--- src/rtl/glyph_row_blitter_macros.svh ---
// ----------------------------------------------------------------------------
// glyph row blitter assertion macros
// shared concurrent assertion forms for the blitter modules
// ----------------------------------------------------------------------------
`ifndef GLYPH_ROW_BLITTER_MACROS_SVH
`define GLYPH_ROW_BLITTER_MACROS_SVH

`ifndef ASSERT_OFF

// same-cycle implication
`define GRB_ASSERT_IMPL(label, clk, rst_n, ante, cons) \
  label: assert property (@(posedge clk) disable iff (!rst_n) (ante) |-> (cons)) \
    else $error("glyph_row_blitter: assertion failed");

// next-cycle implication
`define GRB_ASSERT_NEXT(label, clk, rst_n, ante, cons) \
  label: assert property (@(posedge clk) disable iff (!rst_n) (ante) |=> (cons)) \
    else $error("glyph_row_blitter: assertion failed");

`else

`define GRB_ASSERT_IMPL(label, clk, rst_n, ante, cons)
`define GRB_ASSERT_NEXT(label, clk, rst_n, ante, cons)

`endif

`endif

--- src/rtl/grb_pkg.sv ---
// ----------------------------------------------------------------------------
// grb_pkg
// shared types and constants of the glyph row blitter
// ----------------------------------------------------------------------------
package grb_pkg;

  localparam int PIXEL_BITS    = 32;
  localparam int MAX_GLYPH_DIM = 32;

  localparam logic [31:0] VALUE_MASK =
    (PIXEL_BITS >= 32) ? 32'hFFFF_FFFF : 32'((64'd1 << PIXEL_BITS) - 64'd1);

  // msb of the row pattern holds column 0
  localparam logic [4:0] PAT_MSB = 5'd31;

  // color enable bits
  localparam int CE_INK   = 0;
  localparam int CE_PAPER = 1;

  typedef enum logic [2:0] {
    CFG_GLYPH_WIDTH   = 3'd0,
    CFG_GLYPH_HEIGHT  = 3'd1,
    CFG_FRAME_WIDTH   = 3'd2,
    CFG_FRAME_HEIGHT  = 3'd3,
    CFG_FRAME_PITCH   = 3'd4,
    CFG_INK_COLOR     = 3'd5,
    CFG_PAPER_COLOR   = 3'd6,
    CFG_COLOR_ENABLES = 3'd7
  } cfg_idx_t;

  // controller to datapath
  typedef struct packed {
    logic load_in;
    logic check;
    logic emit;
  } cmd_t;

  // datapath to controller
  typedef struct packed {
    logic emit_last;
  } sts_t;

endpackage

--- src/rtl/glyph_row_blitter.sv ---
// ----------------------------------------------------------------------------
// glyph_row_blitter: one glyph row in, one pixel write per selected column out
// sequence: accept, a check state (validation and row address multiply), then
// one result per cycle while the output does not stall; the input stays stalled until
// the last result of an item is issued (one result for an error or unselected row)
// reset: synchronous active-low, idle with no result pending, registers to defaults
// ----------------------------------------------------------------------------
module glyph_row_blitter (
  input  logic        clk,
  input  logic        rst_n,
  input  logic        cfg_we,
  input  logic [2:0]  cfg_index,
  input  logic [31:0] cfg_wdata,
  input  logic        in_valid,
  output logic        in_stall,
  input  logic [31:0] in_row_pattern,
  input  logic [4:0]  in_source_row,
  input  logic [4:0]  in_col_first,
  input  logic [4:0]  in_col_last,
  input  logic [4:0]  in_row_first,
  input  logic [4:0]  in_row_last,
  input  logic [11:0] in_dest_x,
  input  logic [11:0] in_dest_y,
  output logic        out_valid,
  input  logic        out_stall,
  output logic [23:0] out_pixel_address,
  output logic [31:0] out_pixel_value,
  output logic        out_write_enable,
  output logic        out_request_error,
  output logic        out_last_of_row
);

  grb_pkg::cmd_t cmd;
  grb_pkg::sts_t sts;

  grb_ctrl u_ctrl (
    .clk       (clk),
    .rst_n     (rst_n),
    .in_valid  (in_valid),
    .in_stall  (in_stall),
    .out_valid (out_valid),
    .out_stall (out_stall),
    .sts       (sts),
    .cmd       (cmd)
  );

  grb_dp u_dp (
    .clk               (clk),
    .rst_n             (rst_n),
    .cmd               (cmd),
    .sts               (sts),
    .cfg_we            (cfg_we),
    .cfg_index         (cfg_index),
    .cfg_wdata         (cfg_wdata),
    .in_row_pattern    (in_row_pattern),
    .in_source_row     (in_source_row),
    .in_col_first      (in_col_first),
    .in_col_last       (in_col_last),
    .in_row_first      (in_row_first),
    .in_row_last       (in_row_last),
    .in_dest_x         (in_dest_x),
    .in_dest_y         (in_dest_y),
    .out_pixel_address (out_pixel_address),
    .out_pixel_value   (out_pixel_value),
    .out_write_enable  (out_write_enable),
    .out_request_error (out_request_error),
    .out_last_of_row   (out_last_of_row)
  );

endmodule

--- src/rtl/grb_ctrl.sv ---
// ----------------------------------------------------------------------------
// grb_ctrl
// sequencer for the glyph row blitter: accept, check, emit, and output valid
// ----------------------------------------------------------------------------
`include "glyph_row_blitter_macros.svh"

module grb_ctrl (
  input  logic          clk,
  input  logic          rst_n,
  input  logic          in_valid,
  output logic          in_stall,
  output logic          out_valid,
  input  logic          out_stall,
  input  grb_pkg::sts_t sts,
  output grb_pkg::cmd_t cmd
);

  typedef enum logic [2:0] {
    S_IDLE  = 3'b001,
    S_CHECK = 3'b010,
    S_EMIT  = 3'b100
  } state_t;

  state_t state_r, state_nxt;
  logic   out_valid_r, out_valid_nxt;
  logic   slot_free;

  assign in_stall  = (state_r != S_IDLE);
  assign out_valid = out_valid_r;
  assign slot_free = !out_valid_r || !out_stall;

  always_comb begin
    cmd.load_in = (state_r == S_IDLE) && in_valid;
    cmd.check   = (state_r == S_CHECK);
    cmd.emit    = (state_r == S_EMIT) && slot_free;
  end

  always_comb begin
    state_nxt = state_r;
    case (state_r)
      S_IDLE: begin
        if (in_valid) state_nxt = S_CHECK;
      end
      S_CHECK: begin
        state_nxt = S_EMIT;
      end
      S_EMIT: begin
        if (slot_free && sts.emit_last) state_nxt = S_IDLE;
      end
      default: begin
        state_nxt = S_IDLE;
      end
    endcase
  end

  always_comb begin
    out_valid_nxt = out_valid_r;
    if (cmd.emit) begin
      out_valid_nxt = 1'b1;
    end else if (!out_stall) begin
      out_valid_nxt = 1'b0;
    end
  end

  always_ff @(posedge clk) begin
    if (!rst_n) begin
      state_r     <= S_IDLE;
      out_valid_r <= 1'b0;
    end else begin
      state_r     <= state_nxt;
      out_valid_r <= out_valid_nxt;
    end
  end

  `GRB_ASSERT_NEXT(a_accept_to_check, clk, rst_n, in_valid && !in_stall, state_r == S_CHECK)
  `GRB_ASSERT_NEXT(a_check_to_emit, clk, rst_n, state_r == S_CHECK, state_r == S_EMIT)
  `GRB_ASSERT_NEXT(a_last_to_idle, clk, rst_n, cmd.emit && sts.emit_last, state_r == S_IDLE)
  `GRB_ASSERT_IMPL(a_valid_from_emit, clk, rst_n, $rose(out_valid_r), $past(cmd.emit))

endmodule

--- src/rtl/grb_dp.sv ---
// ----------------------------------------------------------------------------
// grb_dp
// datapath of the glyph row blitter: registers, validation, address and color
// ----------------------------------------------------------------------------
module grb_dp (
  input  logic          clk,
  input  logic          rst_n,
  input  grb_pkg::cmd_t cmd,
  output grb_pkg::sts_t sts,
  input  logic          cfg_we,
  input  logic [2:0]    cfg_index,
  input  logic [31:0]   cfg_wdata,
  input  logic [31:0]   in_row_pattern,
  input  logic [4:0]    in_source_row,
  input  logic [4:0]    in_col_first,
  input  logic [4:0]    in_col_last,
  input  logic [4:0]    in_row_first,
  input  logic [4:0]    in_row_last,
  input  logic [11:0]   in_dest_x,
  input  logic [11:0]   in_dest_y,
  output logic [23:0]   out_pixel_address,
  output logic [31:0]   out_pixel_value,
  output logic          out_write_enable,
  output logic          out_request_error,
  output logic          out_last_of_row
);

  // configuration registers
  logic [5:0]  gw_r, gh_r;
  logic [12:0] fw_r, fh_r, pitch_r;
  logic [31:0] ink_r, paper_r;
  logic [1:0]  ce_r;

  // latched transaction
  logic [31:0] pat_r;
  logic [4:0]  srow_r, c0_r, c1_r, r0_r, r1_r;
  logic [11:0] x_r, y_r;

  // check results and walk state
  logic        bad_r, skip_r;
  logic [23:0] prod_r;
  logic [4:0]  j_r, col_r;

  // output register
  logic [23:0] addr_r;
  logic [31:0] val_r;
  logic        we_r, err_r, last_r;

  logic [4:0]  col_span, row_span, row_lo, row_hi, roff;
  logic [5:0]  ncols, nrows;
  logic [12:0] yrow;
  logic [25:0] prod;
  logic        bad, skip;
  logic        ink, en, last_pix;
  logic [31:0] color;
  logic [23:0] pix_addr;

  always_ff @(posedge clk) begin
    if (!rst_n) begin
      gw_r    <= 6'd8;
      gh_r    <= 6'd16;
      fw_r    <= 13'd640;
      fh_r    <= 13'd480;
      pitch_r <= 13'd640;
      ink_r   <= 32'hFFFF_FFFF;
      paper_r <= 32'h0;
      ce_r    <= 2'b11;
    end else if (cfg_we) begin
      case (grb_pkg::cfg_idx_t'(cfg_index))
        grb_pkg::CFG_GLYPH_WIDTH:   gw_r    <= cfg_wdata[5:0];
        grb_pkg::CFG_GLYPH_HEIGHT:  gh_r    <= cfg_wdata[5:0];
        grb_pkg::CFG_FRAME_WIDTH:   fw_r    <= cfg_wdata[12:0];
        grb_pkg::CFG_FRAME_HEIGHT:  fh_r    <= cfg_wdata[12:0];
        grb_pkg::CFG_FRAME_PITCH:   pitch_r <= cfg_wdata[12:0];
        grb_pkg::CFG_INK_COLOR:     ink_r   <= cfg_wdata;
        grb_pkg::CFG_PAPER_COLOR:   paper_r <= cfg_wdata;
        grb_pkg::CFG_COLOR_ENABLES: ce_r    <= cfg_wdata[1:0];
        default: ;
      endcase
    end
  end

  always_ff @(posedge clk) begin
    if (cmd.load_in) begin
      pat_r  <= in_row_pattern;
      srow_r <= in_source_row;
      c0_r   <= in_col_first;
      c1_r   <= in_col_last;
      r0_r   <= in_row_first;
      r1_r   <= in_row_last;
      x_r    <= in_dest_x;
      y_r    <= in_dest_y;
    end
  end

  // validation and row selection
  always_comb begin
    col_span = (c0_r <= c1_r) ? (c1_r - c0_r) : (c0_r - c1_r);
    row_span = (r0_r <= r1_r) ? (r1_r - r0_r) : (r0_r - r1_r);
    ncols    = {1'b0, col_span} + 6'd1;
    nrows    = {1'b0, row_span} + 6'd1;
    row_lo   = (r0_r < r1_r) ? r0_r : r1_r;
    row_hi   = (r0_r < r1_r) ? r1_r : r0_r;
    roff     = (r0_r <= srow_r) ? (srow_r - r0_r) : (r0_r - srow_r);

    bad = (gw_r == 6'd0) || (gh_r == 6'd0) ||
          ({1'b0, gw_r} > 7'(grb_pkg::MAX_GLYPH_DIM)) ||
          ({1'b0, gh_r} > 7'(grb_pkg::MAX_GLYPH_DIM)) ||
          ({1'b0, c0_r} >= gw_r) || ({1'b0, c1_r} >= gw_r) ||
          ({1'b0, r0_r} >= gh_r) || ({1'b0, r1_r} >= gh_r) ||
          (fw_r == 13'd0) || (fh_r == 13'd0) ||
          (pitch_r < fw_r) ||
          ({1'b0, x_r} >= fw_r) || ({1'b0, y_r} >= fh_r) ||
          (ce_r == 2'b00) ||
          ((13'(x_r) + 13'(ncols)) > fw_r) ||
          ((13'(y_r) + 13'(nrows)) > fh_r);

    skip = (srow_r < row_lo) || (srow_r > row_hi);

    yrow = 13'(y_r) + 13'(roff);
    prod = yrow * pitch_r;
  end

  // pixel of the current column
  always_comb begin
    ink      = pat_r[grb_pkg::PAT_MSB - col_r];
    en       = ink ? ce_r[grb_pkg::CE_INK] : ce_r[grb_pkg::CE_PAPER];
    color    = (ink ? ink_r : paper_r) & grb_pkg::VALUE_MASK;
    last_pix = (j_r == col_span);
    pix_addr = prod_r + 24'(x_r) + 24'(j_r);
  end

  assign sts.emit_last = bad_r || skip_r || last_pix;

  always_ff @(posedge clk) begin
    if (cmd.check) begin
      bad_r  <= bad;
      skip_r <= skip;
      prod_r <= prod[23:0];
      j_r    <= 5'd0;
      col_r  <= c0_r;
    end else if (cmd.emit) begin
      j_r   <= j_r + 5'd1;
      col_r <= (c0_r <= c1_r) ? (col_r + 5'd1) : (col_r - 5'd1);
    end
  end

  always_ff @(posedge clk) begin
    if (cmd.emit) begin
      if (bad_r) begin
        addr_r <= 24'd0;
        val_r  <= 32'd0;
        we_r   <= 1'b0;
        err_r  <= 1'b1;
        last_r <= 1'b1;
      end else if (skip_r) begin
        addr_r <= 24'd0;
        val_r  <= 32'd0;
        we_r   <= 1'b0;
        err_r  <= 1'b0;
        last_r <= 1'b1;
      end else begin
        addr_r <= pix_addr;
        val_r  <= en ? color : 32'd0;
        we_r   <= en;
        err_r  <= 1'b0;
        last_r <= last_pix;
      end
    end
  end

  assign out_pixel_address = addr_r;
  assign out_pixel_value   = val_r;
  assign out_write_enable  = we_r;
  assign out_request_error = err_r;
  assign out_last_of_row   = last_r;

endmodule

--- config.mk ---
export PLATFORM = sky130hd
export DESIGN_NAME = glyph_row_blitter
export DESIGN_NICKNAME = d
export VERILOG_FILES = /design/src/rtl/grb_pkg.sv /design/src/rtl/glyph_row_blitter.sv /design/src/rtl/grb_ctrl.sv /design/src/rtl/grb_dp.sv
export VERILOG_INCLUDE_DIRS = /design/src /design/src/rtl
export SDC_FILE = /design/constraint.sdc
export NUM_CORES = 1
export LEC_CHECK = 0
export ABC_AREA = 0
export BUFFER_PORTS_ARGS = -buffer_cell sky130_fd_sc_hd__buf_4
export CORE_UTILIZATION = 30
export CTS_CLUSTER_SIZE = 25
export DETAILED_ROUTE_END_ITERATION = 10
export PLACE_DENSITY_LB_ADDON = 0.08
export SLEW_MARGIN = 20
export SYNTH_ARGS = -nofsm -noshare
export SYNTH_HDL_FRONTEND = slang
export SYNTH_SLANG_ARGS = --single-unit
--- constraint.sdc ---
create_clock -name clk -period 10.1 [get_ports clk]
set_input_delay 1.01 -clock clk [delete_from_list [all_inputs] [get_ports clk]]
set_output_delay 1.01 -clock clk [all_outputs]
set_load 0.005 [all_outputs]
==> results.py <==
metrics = {
    "synth": {
        "synth_area_um2": 21400,
        "yosys.area.top_type": "edfxtp_1",
        "synth_area_per_cell_um2": 9.65,
        "ys_types": 66,
        "syn_inst": 2222,
        "synthesis.nets": 2697,
        "synth-edff-count": 171,
        "ys_seq_area_share_pct": 35.7,
        "async_reset_ff_share_pct": 0,
        "synth_area_leaders": "edfxtp_1 24%, ha_1 13%, fa_1 13%, dfxtp_1 12%, nand2_1 6.5%",
        "yosys_register_bits": 297,
        "yosys_warnings": 0,
        "synthFlopType": "edfxtp_1",
        "synth_top_area_share_pct": 23.9,
    },
    "finish": {
        "fillers": 7212,
        "mostFrequentLayoutCells": "374 x nand2_1, 253 x inv_1, 218 x ha_1",
        "final_common_cell": "nand2_1",
        "nets": 2846,
        "drive_gt1_share_pct": 11.9,
        "syn2layout_area_growth_pct": 16.4,
        "fin_cells": 3339,
    },
    "floorplanning": {
        "die_area_um2": 72500,
        "core_area_um2": 70400,
        "die_w_um": 269,
        "initial_core_util_pct": 30.5,
        "io_pins": 182,
        "die_y_um": 269,
        "rows": 97,
    },
    "setup_path": {
        "r2r.worst_path.cells": 34,
        "crit_buf_inv": 6,
        "critPathArrivalTime_ps": 9420,
        "r2r_end": "u_dp.prod_r[22]",
        "cpPeakStageDelay_ps": 540,
        "critPathRequiredTime_ps": 10400,
        "cp.depth": 34,
        "worst-path-max-fanout": 13,
        "cpLargestDelayFamily": "adder cells",
        "reg2reg_slack_ps": 970,
        "end_kind": "flop",
        "crit_type": "flop to flop",
        "cp-startpoint": "u_dp.r0_r[1]",
        "endpoint": "u_dp.prod_r[22]",
        "worstReg2RegStart": "u_dp.r0_r[1]",
        "startpoint_type": "flop",
        "cpMaxStageDelayCell": "fa_1",
    },
    "placed_design": {
        "gp_congestion": 0.831,
        "io_buffers": 181,
        "dp.cells": 3273,
        "hpwlAfterDp_mm": 43.9,
    },
    "sta": {
        "finalSetupViolCount": 0,
        "drv_slew": 0,
        "rsz0062_at_grt": "no",
        "final.setup.tns_ps": 0,
        "max_clock_freq_mhz": 110,
        "relSlewSlack_pct": 28.0,
        "skew_ps": 28.9,
        "finalHoldViolCount": 0,
        "final.min_clock_period_ps": 9130,
        "post-route-period-util_pct": 90.3,
        "tightest_slew_ps": 1080,
    },
    "route": {
        "dr.first_iter.drc_count": 698,
        "dr.pass1.iters": 5,
        "drc_errors": 0,
        "detail-route-antenna-nets": 0,
        "viasPerCell": 4.67,
        "finalWirelength_mm": 58.9,
        "routed-via-count": 15600,
        "wl_per_cell_um": 17.6,
    },
    "cts": {
        "post_cts_buffers": 0,
        "cts_max_path_buffers": 3,
        "clockRootBuffer": "clkbuf_16",
        "tritoncts": "yes",
        "insertion_delay_ps": 560,
        "ctsResizeCount": 0,
        "cts_hold_buf": 0,
        "cts_htree_levels": 2,
        "clkSinkCount": 297,
        "clk_pin_slew_worst_paths_ps": 60,
        "cts_buffers": 36,
    },
    "pwr": {
        "pwr-share-seq_pct": 32.7,
        "clkPwrFrac_pct": 28.7,
        "p_sw_share_pct": 35.7,
        "p_switching_mw": 1.56,
        "leakagePower_nw": 10.7,
        "ir_drop_mv": 0.0965,
        "total_power_mw": 4.37,
        "internal_power_mw": 2.81,
        "power_frac_comb_pct": 38.6,
        "p_per_area_nw_per_um2": 175,
    },
    "grt": {
        "grtUsageTotal_pct": 16.2,
        "grt_remaining_overflow": 0,
        "grt_pass1_wl_mm": 92.5,
        "grt_use_met3_pct": 2.36,
        "antenna_found_initial": 3,
        "grt_start_max_net_pins": 108,
        "grtUsageMet2_pct": 26.7,
        "gr-usage-met1_pct": 22.3,
        "grt.busiest_layer": "met2",
        "grt_pass1_vias": 16100,
    },
    "run_status": {
        "outcome": "finished clean",
    },
    "worst_hold_path": {
        "hold_class": "flop to flop",
    },
    "flow_run": {
        "drv_cap": 0,
    },
}
## per-stage QoR
step	hold WS, ps	area (um^2)	setup slack, ps	util [%]
floorplan	440	21400	1880	-
global placement	450	23800	1240	33.8
detailed placement	455	23800	982	33.8
CTS	468	24900	937	35.4
global route	487	24900	239	35.4
finish	465	25000	975	35.4
## power groups by stage
stage | logic [mW] | registers [mW] | clock network (mW)
finish | 1.69 | 1.43 | 1.25
CTS | 1.72 | 1.43 | 1.30
floorplan | 1.28 | 1.43 | 0
global placement | 1.70 | 1.45 | 0
global route | 1.94 | 1.43 | 1.35
detailed placement | 1.70 | 1.45 | 0
## cell families after synthesis
kind of cell,count (synthesis),synth area share [%]
AOI/OAI and AO/OA,327,9.84
xor gates and xnor gates,88,3.72
adders and majority gates,354,25.4
buffers and inverters,343,6.11
DFF,297,35.7
muxes,38,2.39
and+or+nand+nor,775,16.8
## layout make-up
type                            count  area (um^2)  share of cell area (%)
Antenna cell                        1         2.50                  0.0100
Clock buffer                       55         1020                    4.07
Clock inverter                     10          101                   0.406
Inverter                          254          953                    3.82
Multi-Input combinational cell   1582        12500                    50.3
Sequential cell                   297         7660                    30.7
Tap cell                          940         1180                    4.71
Timing Repair Buffer              200         1500                    6.02
## routing by layer
layer / vias to the layer above / wire, um
met4: 6 / 1140
met2: 213 / 27200
met3: 61 / 1940
met1: 7555 / 28500
li1: 7748 / -
met5: - / 37
## worst min path at each step
stage                     startpoint  depth (start not counted)          endpoint  slack, ps
floorplan             u_dp.ink_r[13]                          2    u_dp.ink_r[13]        440
global placement      u_dp.ink_r[26]                          2    u_dp.ink_r[26]        450
detailed placement    u_dp.ink_r[10]                          2    u_dp.ink_r[10]        460
CTS                 u_dp.paper_r[27]                          2  u_dp.paper_r[27]        470
global route        u_dp.paper_r[27]                          2  u_dp.paper_r[27]        490
finish              u_dp.paper_r[27]                          2  u_dp.paper_r[27]        460
## worst min-delay path, cell delays in order (launching register included)
cell	delay (ps)
dfxtp_1	300
nand2_1	40
a21boi_0	60
## sequential cells by signal, summed over array words and instances (netlist names), 2 cells and up
register,flops
u_ctrl.state_r,3
u_dp.col_r,5
u_dp.pat_r,32
u_dp.srow_r,5
u_dp.y_r,12
u_dp.out_pixel_value,32
u_dp.fh_r,13
u_dp.x_r,12
u_dp.r0_r,5
u_dp.j_r,5
u_dp.c0_r,5
u_dp.r1_r,5
u_dp.paper_r,32
u_dp.gw_r,6
u_dp.prod_r,24
u_dp.pitch_r,13
u_dp.ink_r,32
u_dp.gh_r,6
u_dp.c1_r,5
u_dp.ce_r,2
u_dp.fw_r,13
u_dp.out_pixel_address,24
## synthesized netlist by cell type (all sizes together), types with 39 or more instances
library cell	number
nand2	375
inv	254
ha	218
edfxtp	171
fa	136
dfxtp	126
nand3	91
and2	89
clkbuf	83
nor2	79
o21ai	77
a21oi	71
a21boi	65
xnor2	51
nor2b	39
Power figures use the tool's default switching activity.
